===== src/sv/ica_pkg.sv =====
// ----------------------------------------------------------------------------
// ica_pkg
// types and constants shared by the integer calculator front, queue and back
// ----------------------------------------------------------------------------
package ica_pkg;

	localparam int DATA_W = 32;
	localparam int CNT_W  = 6;

	typedef enum logic [2:0] {
		FUNC_ADD  = 3'd0,
		FUNC_SUB  = 3'd1,
		FUNC_MUL  = 3'd2,
		FUNC_DIV  = 3'd3,
		FUNC_POW  = 3'd4,
		FUNC_FACT = 3'd5,
		FUNC_RSV6 = 3'd6,
		FUNC_RSV7 = 3'd7
	} func_t;

	typedef enum logic [1:0] {
		STAT_OK      = 2'd0,
		STAT_DIVZERO = 2'd1,
		STAT_INVALID = 2'd2
	} stat_t;

	typedef enum logic [3:0] {
		KIND_ADD,
		KIND_SUB,
		KIND_MUL,
		KIND_DIV,
		KIND_POW,
		KIND_FACT,
		KIND_ONE,
		KIND_DIVZERO,
		KIND_INVALID
	} kind_t;

	typedef enum logic [1:0] {
		BK_IDLE,
		BK_DIV,
		BK_POW,
		BK_FACT
	} bk_state_t;

	typedef struct packed {
		kind_t             kind;
		logic [DATA_W-1:0] a;
		logic [DATA_W-1:0] b;
		logic              neg_q;
		logic              neg_r;
	} item_t;

endpackage


===== src/sv/ica_front.sv =====
// ----------------------------------------------------------------------------
// ica_front
// accepts input beats, classifies the operation and prepares operands
// ----------------------------------------------------------------------------
module ica_front (
	input  logic                      clk,
	input  logic                      arst_n,
	input  logic                      in_valid,
	output logic                      in_stall,
	input  logic [2:0]                func,
	input  logic [ica_pkg::DATA_W-1:0] operand_a,
	input  logic [ica_pkg::DATA_W-1:0] operand_b,
	output logic                      push_valid,
	input  logic                      push_full,
	output ica_pkg::item_t            push_item
);

	localparam int W = ica_pkg::DATA_W;

	logic            valid_s1;
	ica_pkg::item_t  item_s1;
	ica_pkg::item_t  item_d;
	logic            a_neg;
	logic            b_neg;
	logic            take;

	assign a_neg    = operand_a[W-1];
	assign b_neg    = operand_b[W-1];
	assign in_stall = valid_s1 && push_full;
	assign take     = in_valid && !in_stall;

	always_comb begin
		item_d       = '0;
		item_d.a     = operand_a;
		item_d.b     = operand_b;
		item_d.kind  = ica_pkg::KIND_INVALID;
		unique case (ica_pkg::func_t'(func))
			ica_pkg::FUNC_ADD: item_d.kind = ica_pkg::KIND_ADD;
			ica_pkg::FUNC_SUB: item_d.kind = ica_pkg::KIND_SUB;
			ica_pkg::FUNC_MUL: item_d.kind = ica_pkg::KIND_MUL;
			ica_pkg::FUNC_DIV: begin
				if (operand_b == '0) begin
					item_d.kind = ica_pkg::KIND_DIVZERO;
				end else begin
					item_d.kind  = ica_pkg::KIND_DIV;
					item_d.a     = a_neg ? (~operand_a + W'(1)) : operand_a;
					item_d.b     = b_neg ? (~operand_b + W'(1)) : operand_b;
					item_d.neg_q = a_neg ^ b_neg;
					item_d.neg_r = a_neg;
				end
			end
			ica_pkg::FUNC_POW: begin
				if (b_neg || operand_b == '0) begin
					item_d.kind = ica_pkg::KIND_ONE;
				end else begin
					item_d.kind = ica_pkg::KIND_POW;
				end
			end
			ica_pkg::FUNC_FACT: begin
				if (a_neg || operand_a < W'(2)) begin
					item_d.kind = ica_pkg::KIND_ONE;
				end else begin
					item_d.kind = ica_pkg::KIND_FACT;
				end
			end
			default: item_d.kind = ica_pkg::KIND_INVALID;
		endcase
	end

	always_ff @(posedge clk or negedge arst_n) begin
		if (!arst_n) begin
			valid_s1 <= 1'b0;
		end else if (take) begin
			valid_s1 <= 1'b1;
		end else if (!push_full) begin
			valid_s1 <= 1'b0;
		end
	end

	always_ff @(posedge clk) begin
		if (take) begin
			item_s1 <= item_d;
		end
	end

	assign push_valid = valid_s1;
	assign push_item  = item_s1;

endmodule


===== src/sv/ica_queue.sv =====
// ----------------------------------------------------------------------------
// ica_queue
// two-entry queue of classified items between front and back
// ----------------------------------------------------------------------------
module ica_queue (
	input  logic           clk,
	input  logic           arst_n,
	input  logic           push_valid,
	output logic           push_full,
	input  ica_pkg::item_t push_item,
	output logic           pop_valid,
	input  logic           pop_take,
	output ica_pkg::item_t pop_item
);

	ica_pkg::item_t entry_q [2];
	logic           wr_ptr_q;
	logic           rd_ptr_q;
	logic [1:0]     count_q;
	logic           do_push;
	logic           do_pop;

	assign push_full = (count_q == 2'd2);
	assign pop_valid = (count_q != 2'd0);
	assign pop_item  = entry_q[rd_ptr_q];
	assign do_push   = push_valid && !push_full;
	assign do_pop    = pop_valid && pop_take;

	always_ff @(posedge clk or negedge arst_n) begin
		if (!arst_n) begin
			wr_ptr_q <= 1'b0;
			rd_ptr_q <= 1'b0;
			count_q  <= 2'd0;
		end else begin
			if (do_push) begin
				wr_ptr_q <= ~wr_ptr_q;
			end
			if (do_pop) begin
				rd_ptr_q <= ~rd_ptr_q;
			end
			unique case ({do_push, do_pop})
				2'b10:   count_q <= count_q + 2'd1;
				2'b01:   count_q <= count_q - 2'd1;
				default: count_q <= count_q;
			endcase
		end
	end

	always_ff @(posedge clk) begin
		if (do_push) begin
			entry_q[wr_ptr_q] <= push_item;
		end
	end

endmodule


===== src/sv/ica_back.sv =====
// ----------------------------------------------------------------------------
// ica_back
// executes queued items: ops finished straight from idle, serial divide,
// iterative power and factorial; holds the result in an output register
// ----------------------------------------------------------------------------
module ica_back (
	input  logic                       clk,
	input  logic                       arst_n,
	input  logic                       pop_valid,
	output logic                       pop_take,
	input  ica_pkg::item_t             pop_item,
	output logic                       out_valid,
	input  logic                       out_stall,
	output logic [ica_pkg::DATA_W-1:0] value,
	output logic [ica_pkg::DATA_W-1:0] remainder,
	output logic [1:0]                 status
);

	localparam int W = ica_pkg::DATA_W;
	localparam int C = ica_pkg::CNT_W;

	ica_pkg::bk_state_t state_q;
	ica_pkg::bk_state_t state_d;

	logic [W-1:0] acc_q;
	logic [W-1:0] sq_q;
	logic [W-1:0] arg_q;
	logic [W-1:0] rem_q;
	logic [C-1:0] cnt_q;
	logic         neg_q_q;
	logic         neg_r_q;

	logic         out_valid_q;
	logic [W-1:0] value_q;
	logic [W-1:0] remainder_q;
	logic [1:0]   status_q;

	logic         out_free;
	logic [W-1:0] mul_x;
	logic [W-1:0] mul_y;
	logic [W-1:0] prod1;
	logic [W-1:0] prod2;
	logic [W-1:0] div_sh;
	logic         div_ge;
	logic [W-1:0] div_rem;
	logic [W-1:0] div_quo;
	logic         div_last;
	logic         pow_last;
	logic [W-1:0] pow_acc;
	logic         fact_done;

	logic         wr_out;
	logic [W-1:0] wr_value;
	logic [W-1:0] wr_rem;
	ica_pkg::stat_t wr_stat;

	assign out_free = !out_valid_q || !out_stall;

	always_comb begin
		mul_x = acc_q;
		mul_y = sq_q;
		if (state_q == ica_pkg::BK_IDLE) begin
			mul_x = pop_item.a;
			mul_y = pop_item.b;
		end else if (state_q == ica_pkg::BK_FACT) begin
			mul_y = W'(cnt_q);
		end
	end

	assign prod1 = W'(mul_x * mul_y);
	assign prod2 = W'(sq_q * sq_q);

	assign div_sh   = {rem_q[W-2:0], arg_q[W-1]};
	assign div_ge   = (div_sh >= sq_q);
	assign div_rem  = div_ge ? (div_sh - sq_q) : div_sh;
	assign div_quo  = {arg_q[W-2:0], div_ge};
	assign div_last = (cnt_q == C'(W - 1));

	assign pow_acc  = rem_q[0] ? prod1 : acc_q;
	assign pow_last = (rem_q[W-1:1] == '0);

	assign fact_done = (acc_q == '0) || ({{(W-C){1'b0}}, cnt_q} > arg_q);

	always_comb begin
		state_d  = state_q;
		pop_take = 1'b0;
		wr_out   = 1'b0;
		wr_value = '0;
		wr_rem   = '0;
		wr_stat  = ica_pkg::STAT_OK;
		unique case (state_q)
			ica_pkg::BK_IDLE: begin
				if (pop_valid && out_free) begin
					pop_take = 1'b1;
					unique case (pop_item.kind)
						ica_pkg::KIND_ADD: begin
							wr_out   = 1'b1;
							wr_value = pop_item.a + pop_item.b;
						end
						ica_pkg::KIND_SUB: begin
							wr_out   = 1'b1;
							wr_value = pop_item.a - pop_item.b;
						end
						ica_pkg::KIND_MUL: begin
							wr_out   = 1'b1;
							wr_value = prod1;
						end
						ica_pkg::KIND_ONE: begin
							wr_out   = 1'b1;
							wr_value = W'(1);
						end
						ica_pkg::KIND_DIVZERO: begin
							wr_out  = 1'b1;
							wr_stat = ica_pkg::STAT_DIVZERO;
						end
						ica_pkg::KIND_DIV:  state_d = ica_pkg::BK_DIV;
						ica_pkg::KIND_POW:  state_d = ica_pkg::BK_POW;
						ica_pkg::KIND_FACT: state_d = ica_pkg::BK_FACT;
						default: begin
							wr_out  = 1'b1;
							wr_stat = ica_pkg::STAT_INVALID;
						end
					endcase
				end
			end
			ica_pkg::BK_DIV: begin
				if (div_last) begin
					wr_out   = 1'b1;
					wr_value = neg_q_q ? (~div_quo + W'(1)) : div_quo;
					wr_rem   = neg_r_q ? (~div_rem + W'(1)) : div_rem;
					state_d  = ica_pkg::BK_IDLE;
				end
			end
			ica_pkg::BK_POW: begin
				if (pow_last) begin
					wr_out   = 1'b1;
					wr_value = pow_acc;
					state_d  = ica_pkg::BK_IDLE;
				end
			end
			ica_pkg::BK_FACT: begin
				if (fact_done) begin
					wr_out   = 1'b1;
					wr_value = acc_q;
					state_d  = ica_pkg::BK_IDLE;
				end
			end
			default: state_d = ica_pkg::BK_IDLE;
		endcase
	end

	always_ff @(posedge clk or negedge arst_n) begin
		if (!arst_n) begin
			state_q     <= ica_pkg::BK_IDLE;
			out_valid_q <= 1'b0;
		end else begin
			state_q <= state_d;
			if (wr_out) begin
				out_valid_q <= 1'b1;
			end else if (!out_stall) begin
				out_valid_q <= 1'b0;
			end
		end
	end

	always_ff @(posedge clk) begin
		if (wr_out) begin
			value_q     <= wr_value;
			remainder_q <= wr_rem;
			status_q    <= wr_stat;
		end
		unique case (state_q)
			ica_pkg::BK_IDLE: begin
				neg_q_q <= pop_item.neg_q;
				neg_r_q <= pop_item.neg_r;
				if (pop_item.kind == ica_pkg::KIND_DIV) begin
					arg_q <= pop_item.a;
					sq_q  <= pop_item.b;
					rem_q <= '0;
					cnt_q <= '0;
				end else if (pop_item.kind == ica_pkg::KIND_FACT) begin
					arg_q <= pop_item.a;
					acc_q <= W'(1);
					cnt_q <= C'(2);
				end else begin
					acc_q <= W'(1);
					sq_q  <= pop_item.a;
					rem_q <= pop_item.b;
					cnt_q <= '0;
				end
			end
			ica_pkg::BK_DIV: begin
				rem_q <= div_rem;
				arg_q <= div_quo;
				cnt_q <= cnt_q + C'(1);
			end
			ica_pkg::BK_POW: begin
				acc_q <= pow_acc;
				sq_q  <= prod2;
				rem_q <= {1'b0, rem_q[W-1:1]};
			end
			ica_pkg::BK_FACT: begin
				acc_q <= prod1;
				cnt_q <= cnt_q + C'(1);
			end
			default: cnt_q <= '0;
		endcase
	end

	assign out_valid = out_valid_q;
	assign value     = value_q;
	assign remainder = remainder_q;
	assign status    = status_q;

endmodule


===== src/sv/integer_calculator_alu.sv =====
// ----------------------------------------------------------------------------
// integer_calculator_alu
// integer alu with add, sub, mul, divide, power and factorial, 32-bit wrap
//
//   channel | direction | handshake           | payload
//   in      | input     | in_valid/in_stall   | func, operand_a, operand_b
//   out     | output    | out_valid/out_stall | value, remainder, status
//
// add, sub, mul and flagged cases are finished straight from idle; divide,
// power and factorial load their operands in idle, then divide yields one
// quotient bit per cycle, power squares the base for each exponent bit and
// factorial multiplies in each factor, then stops once it passes the operand
// or the product wraps to zero; any op starts only when the result register
// is free; each beat passes the front register and a queue entry first
// reset clears all valid flags and puts the back in idle
// out_stall holds the result register; the queue keeps accepting until full
// ----------------------------------------------------------------------------
module integer_calculator_alu (
	input  logic                       clk,
	input  logic                       arst_n,
	input  logic                       in_valid,
	output logic                       in_stall,
	input  logic [2:0]                 func,
	input  logic [ica_pkg::DATA_W-1:0] operand_a,
	input  logic [ica_pkg::DATA_W-1:0] operand_b,
	output logic                       out_valid,
	input  logic                       out_stall,
	output logic [ica_pkg::DATA_W-1:0] value,
	output logic [ica_pkg::DATA_W-1:0] remainder,
	output logic [1:0]                 status
);

	logic           push_valid;
	logic           push_full;
	ica_pkg::item_t push_item;
	logic           pop_valid;
	logic           pop_take;
	ica_pkg::item_t pop_item;

	ica_front u_front (
		.clk        (clk),
		.arst_n     (arst_n),
		.in_valid   (in_valid),
		.in_stall   (in_stall),
		.func       (func),
		.operand_a  (operand_a),
		.operand_b  (operand_b),
		.push_valid (push_valid),
		.push_full  (push_full),
		.push_item  (push_item)
	);

	ica_queue u_queue (
		.clk        (clk),
		.arst_n     (arst_n),
		.push_valid (push_valid),
		.push_full  (push_full),
		.push_item  (push_item),
		.pop_valid  (pop_valid),
		.pop_take   (pop_take),
		.pop_item   (pop_item)
	);

	ica_back u_back (
		.clk       (clk),
		.arst_n    (arst_n),
		.pop_valid (pop_valid),
		.pop_take  (pop_take),
		.pop_item  (pop_item),
		.out_valid (out_valid),
		.out_stall (out_stall),
		.value     (value),
		.remainder (remainder),
		.status    (status)
	);

endmodule


===== config.mk =====
export PLATFORM = sky130hd
export DESIGN_NAME = integer_calculator_alu
export DESIGN_NICKNAME = d
export VERILOG_FILES = /design/src/sv/ica_pkg.sv /design/src/sv/ica_front.sv /design/src/sv/ica_queue.sv /design/src/sv/ica_back.sv /design/src/sv/integer_calculator_alu.sv
export SDC_FILE = /design/constraint.sdc
export NUM_CORES = 2
export LEC_CHECK = 0
export BUFFER_PORTS_ARGS = -buffer_cell sky130_fd_sc_hd__buf_2
export CAP_MARGIN = 20
export CORE_MARGIN = 1
export CORE_UTILIZATION = 40
export CTS_CLUSTER_SIZE = 8
export DETAILED_ROUTE_END_ITERATION = 10
export GPL_ROUTABILITY_DRIVEN = 0
export MAX_ROUTING_LAYER = met4
export PLACE_DENSITY_LB_ADDON = 0.25
export SYNTH_ARGS = -nofsm -noshare
export SYNTH_HDL_FRONTEND = slang
export SYNTH_SLANG_ARGS = --single-unit

===== constraint.sdc =====
create_clock -name clk -period 12.5 [get_ports clk]
set_input_delay 0.625 -clock clk [delete_from_list [all_inputs] [get_ports clk]]
set_output_delay 0.625 -clock clk [all_outputs]
set_load 0.03 [all_outputs]

==> flow_summary.toml <==
[sta]
finalHoldViolations = 0
rsz0062_at_grt = "false"
min_period_over_period_pct = 78.5
fin_setup_tns_ns = 0
slew_headroom_pct = 23.3
tightest_slew_ns = 1.12
setup_viol = 0
skew_ns = 0.0680
max_freq_ghz = 0.102
maxSlewViolCount = 0
period_needed_ns = 9.81
setup_slack_ns = 2.69

[routing]
drc = 0
drtPass1Iterations = 6
wire_per_inst_um = 24.5
drtIter0Drc = 4162
wl_um = 185000
ant_nets = 0
vias_per_cell = 5.65
vias = 42809

[cells_and_area]
utilization_pct = 44.1
nets = 6945
fin_area_um2 = 59100
drive_gt1_share_pct = 8.68
area_delta_synth_final_pct = 8.75

[global_route]
grt_max_degree = 71
grt_pass1_vias = 43564
met3_usage_pct = 5.15
grt_pass1_wl_um = 278000
grtUsageMet1_pct = 35.4
grtUsageTotal_pct = 27.9
busiest_layer = "met2"
gr-usage-met2_pct = 43.5
antenna_found_initial = 2
grt_overflow = 0

[floorplan]
num_rows = 134
ios = 139
initial_utilization_pct = 40.5
core-area_um2 = 134000
die_h_um = 371
die_area_um2 = 137000
fp.dieW_um = 371

[critical_path]
end_kind = "register"
worstSetupStartpointType = "register"
rr_worst_depth = 29
timing.rr.end = "u_back.value[31]"
rr_startpoint = "u_queue.rd_ptr_q"
worstPathArrival_ns = 10.18
crit_type = "register to register"
cp.required_ns = 12.87
crit_fanout = 52
crit_slowest_cell = "a2111oi_0"
cpMostUsedCell = "fa_1"
max_stage_delay_ns = 0.95
critPathCapture = "u_back.value[31]"
crit_start = "u_queue.rd_ptr_q"
r2r_slack_ns = 2.69

[synth]
syn_nets = 6833
synth_cell_types = 109
synth_common_cells = "inv_1 (961), fa_1 (777), nor2_1 (672)"
yosysSeqAreaShare_pct = 23.1
synth_most_common_cell = "inv_1"
ys_async_sr_fraction_pct = 1.90
synth_seq_cells = 420
synth.area.top_cells = "fa_1 (29%), edfxtp_1 (23%), ha_1 (7.6%), inv_1 (6.6%), nor2_1 (4.6%)"
yosysWarnings = 0
avgSynthCellArea_um2 = 9.62
syn_inst = 5653
synth_top_area_cell = "fa_1"
synthFlopType = "edfxtp_1"
synth_top_area_share_pct = 28.6
synth_edf_count = 412
syn_area_um2 = 54400

[clocking]
clockBufferDepth = 3
cts.sinks = 420
postCtsSetupBuffers = 0
cts_buffers = 59
cts_tree = "done"
clkLatencyLatePin_ns = 0.69
clkSlewWorstSetupHoldPaths_ns = 0.06
ctsRootBufferMaster = "clkbuf_16"
htree_levels = 2

[place]
port-buffer-count = 138
post-place-ws_ns = 2.80
placedInstanceArea_um2 = 57400
dp.final_hpwl_um = 146000

[flow_run]
maxCapViolations = 0

[hold_path]
min_path_type = "input port to register"

[status]
status = "completed"
[layout make-up]
type	count	area, um2
inverter	971	3640
multi-input combinational	4053	37300
timing repair buffer	260	1620
antenna	7	17.5
tap	1768	2210
clock buffer	87	1590
fill	12917	75000
clock inverter	6	129
sequential	420	12600
[how the worst min path moves through the flow]
stage | start | end | slack (ns) | cells past startpoint
global placement | u_front.push_item[56] | u_queue.entry_q[0][56] | 0.42 | 0
floorplan | arst_n | u_back.out_valid | 0.33 | 0
global route | operand_b[0] | u_front.push_item[2] | 0.15 | 1
detailed placement | u_front.push_item[31] | u_queue.entry_q[0][31] | 0.43 | 0
finish | operand_b[0] | u_front.push_item[2] | 0.15 | 1
CTS | operand_b[0] | u_front.push_item[2] | 0.13 | 1
[flip-flops by register name (all words and copies together), names as in the netlist]
signal,flops
u_back.value,32
u_back.cnt_q,6
u_back.neg_q_q,1
u_back.status,2
u_back.remainder,32
u_front.push_item,70
u_queue.rd_ptr_q,1
u_back.state_q,2
u_back.sq_q,32
u_front.push_valid,1
u_back.neg_r_q,1
u_queue.wr_ptr_q,1
u_back.out_valid,1
u_queue.entry_q,140
u_back.acc_q,32
u_queue.count_q,2
u_back.arg_q,32
u_back.rem_q,32
[cells in the final DEF (no fill, tap or decap), types with 23 or more instances in the layout]
cell type and n:
inv_1 961, fa_1 777, nor2_1 669, nand2_1 499, edfxtp_1 412, ha_1 329
xnor2_1 231, a21oi_1 199, o21ai_0 182, buf_2 138, buf_4 119, mux2i_1 98
xor2_1 96, mux2_2 91, a21o_1 60, clkbuf_16 59, a22oi_1 58, nor3_1 58
nand3_1 53, nand2b_1 50, o31ai_1 44, and2_1 38, o21a_1 37, or3_1 28
and3_1 27, or2_2 27, clkbuf_1 27, nor4_1 26, o22ai_1 23
[worst max-delay path, delay by kind of cell (launching register included)]
| kind | cells | cell delay [ns] |
|---|---|---|
| AOI/OAI and AO/OA | 9 | 2.41 |
| DFF | 1 | 0.91 |
| adders and majority gates | 9 | 3.85 |
| xor gates and xnor gates | 1 | 0.15 |
| and+or+nand+nor | 2 | 0.23 |
| buffers and inverters | 6 | 1.01 |
| muxes | 2 | 0.86 |
[logic make-up after synthesis]
| group | Yosys count | synth area share [%] |
|---|---|---|
| flops | 420 | 23.1 |
| buf+inv | 1180 | 8.41 |
| mux | 198 | 3.89 |
| simple gates | 1573 | 12.7 |
| compound gates | 844 | 10.3 |
| fa+ha+maj | 1110 | 36.3 |
| xor+xnor | 328 | 5.31 |
[layer usage]
layer / share of wire, % / vias to the layer above
li1: - / 18709
met1: 40 / 21497
met2: 46 / 2147
met3: 9.2 / 456
met4: 5.2 / 0
met5: 0 / -
[per-stage QoR]
| stage | hold WS (ns) | cells |
|---|---|---|
| finish | 0.154 | 7572 |
| global route | 0.147 | 7566 |
| CTS | 0.133 | 7564 |
| detailed placement | 0.431 | 7470 |
| global placement | 0.424 | 7466 |
| floorplan | 0.329 | 5653 |
[what timing repair did]
| action | CTS | global route |
|---|---|---|
| endpoints found under the hold margin | 8 | 0 |
| resized for setup | 0 | 0 |
| hold buffers | 1 | 0 |
Power is left out: the tool's default activity adds up to more than one toggle a clock period on the data nets, which glitch-free logic cannot reach.
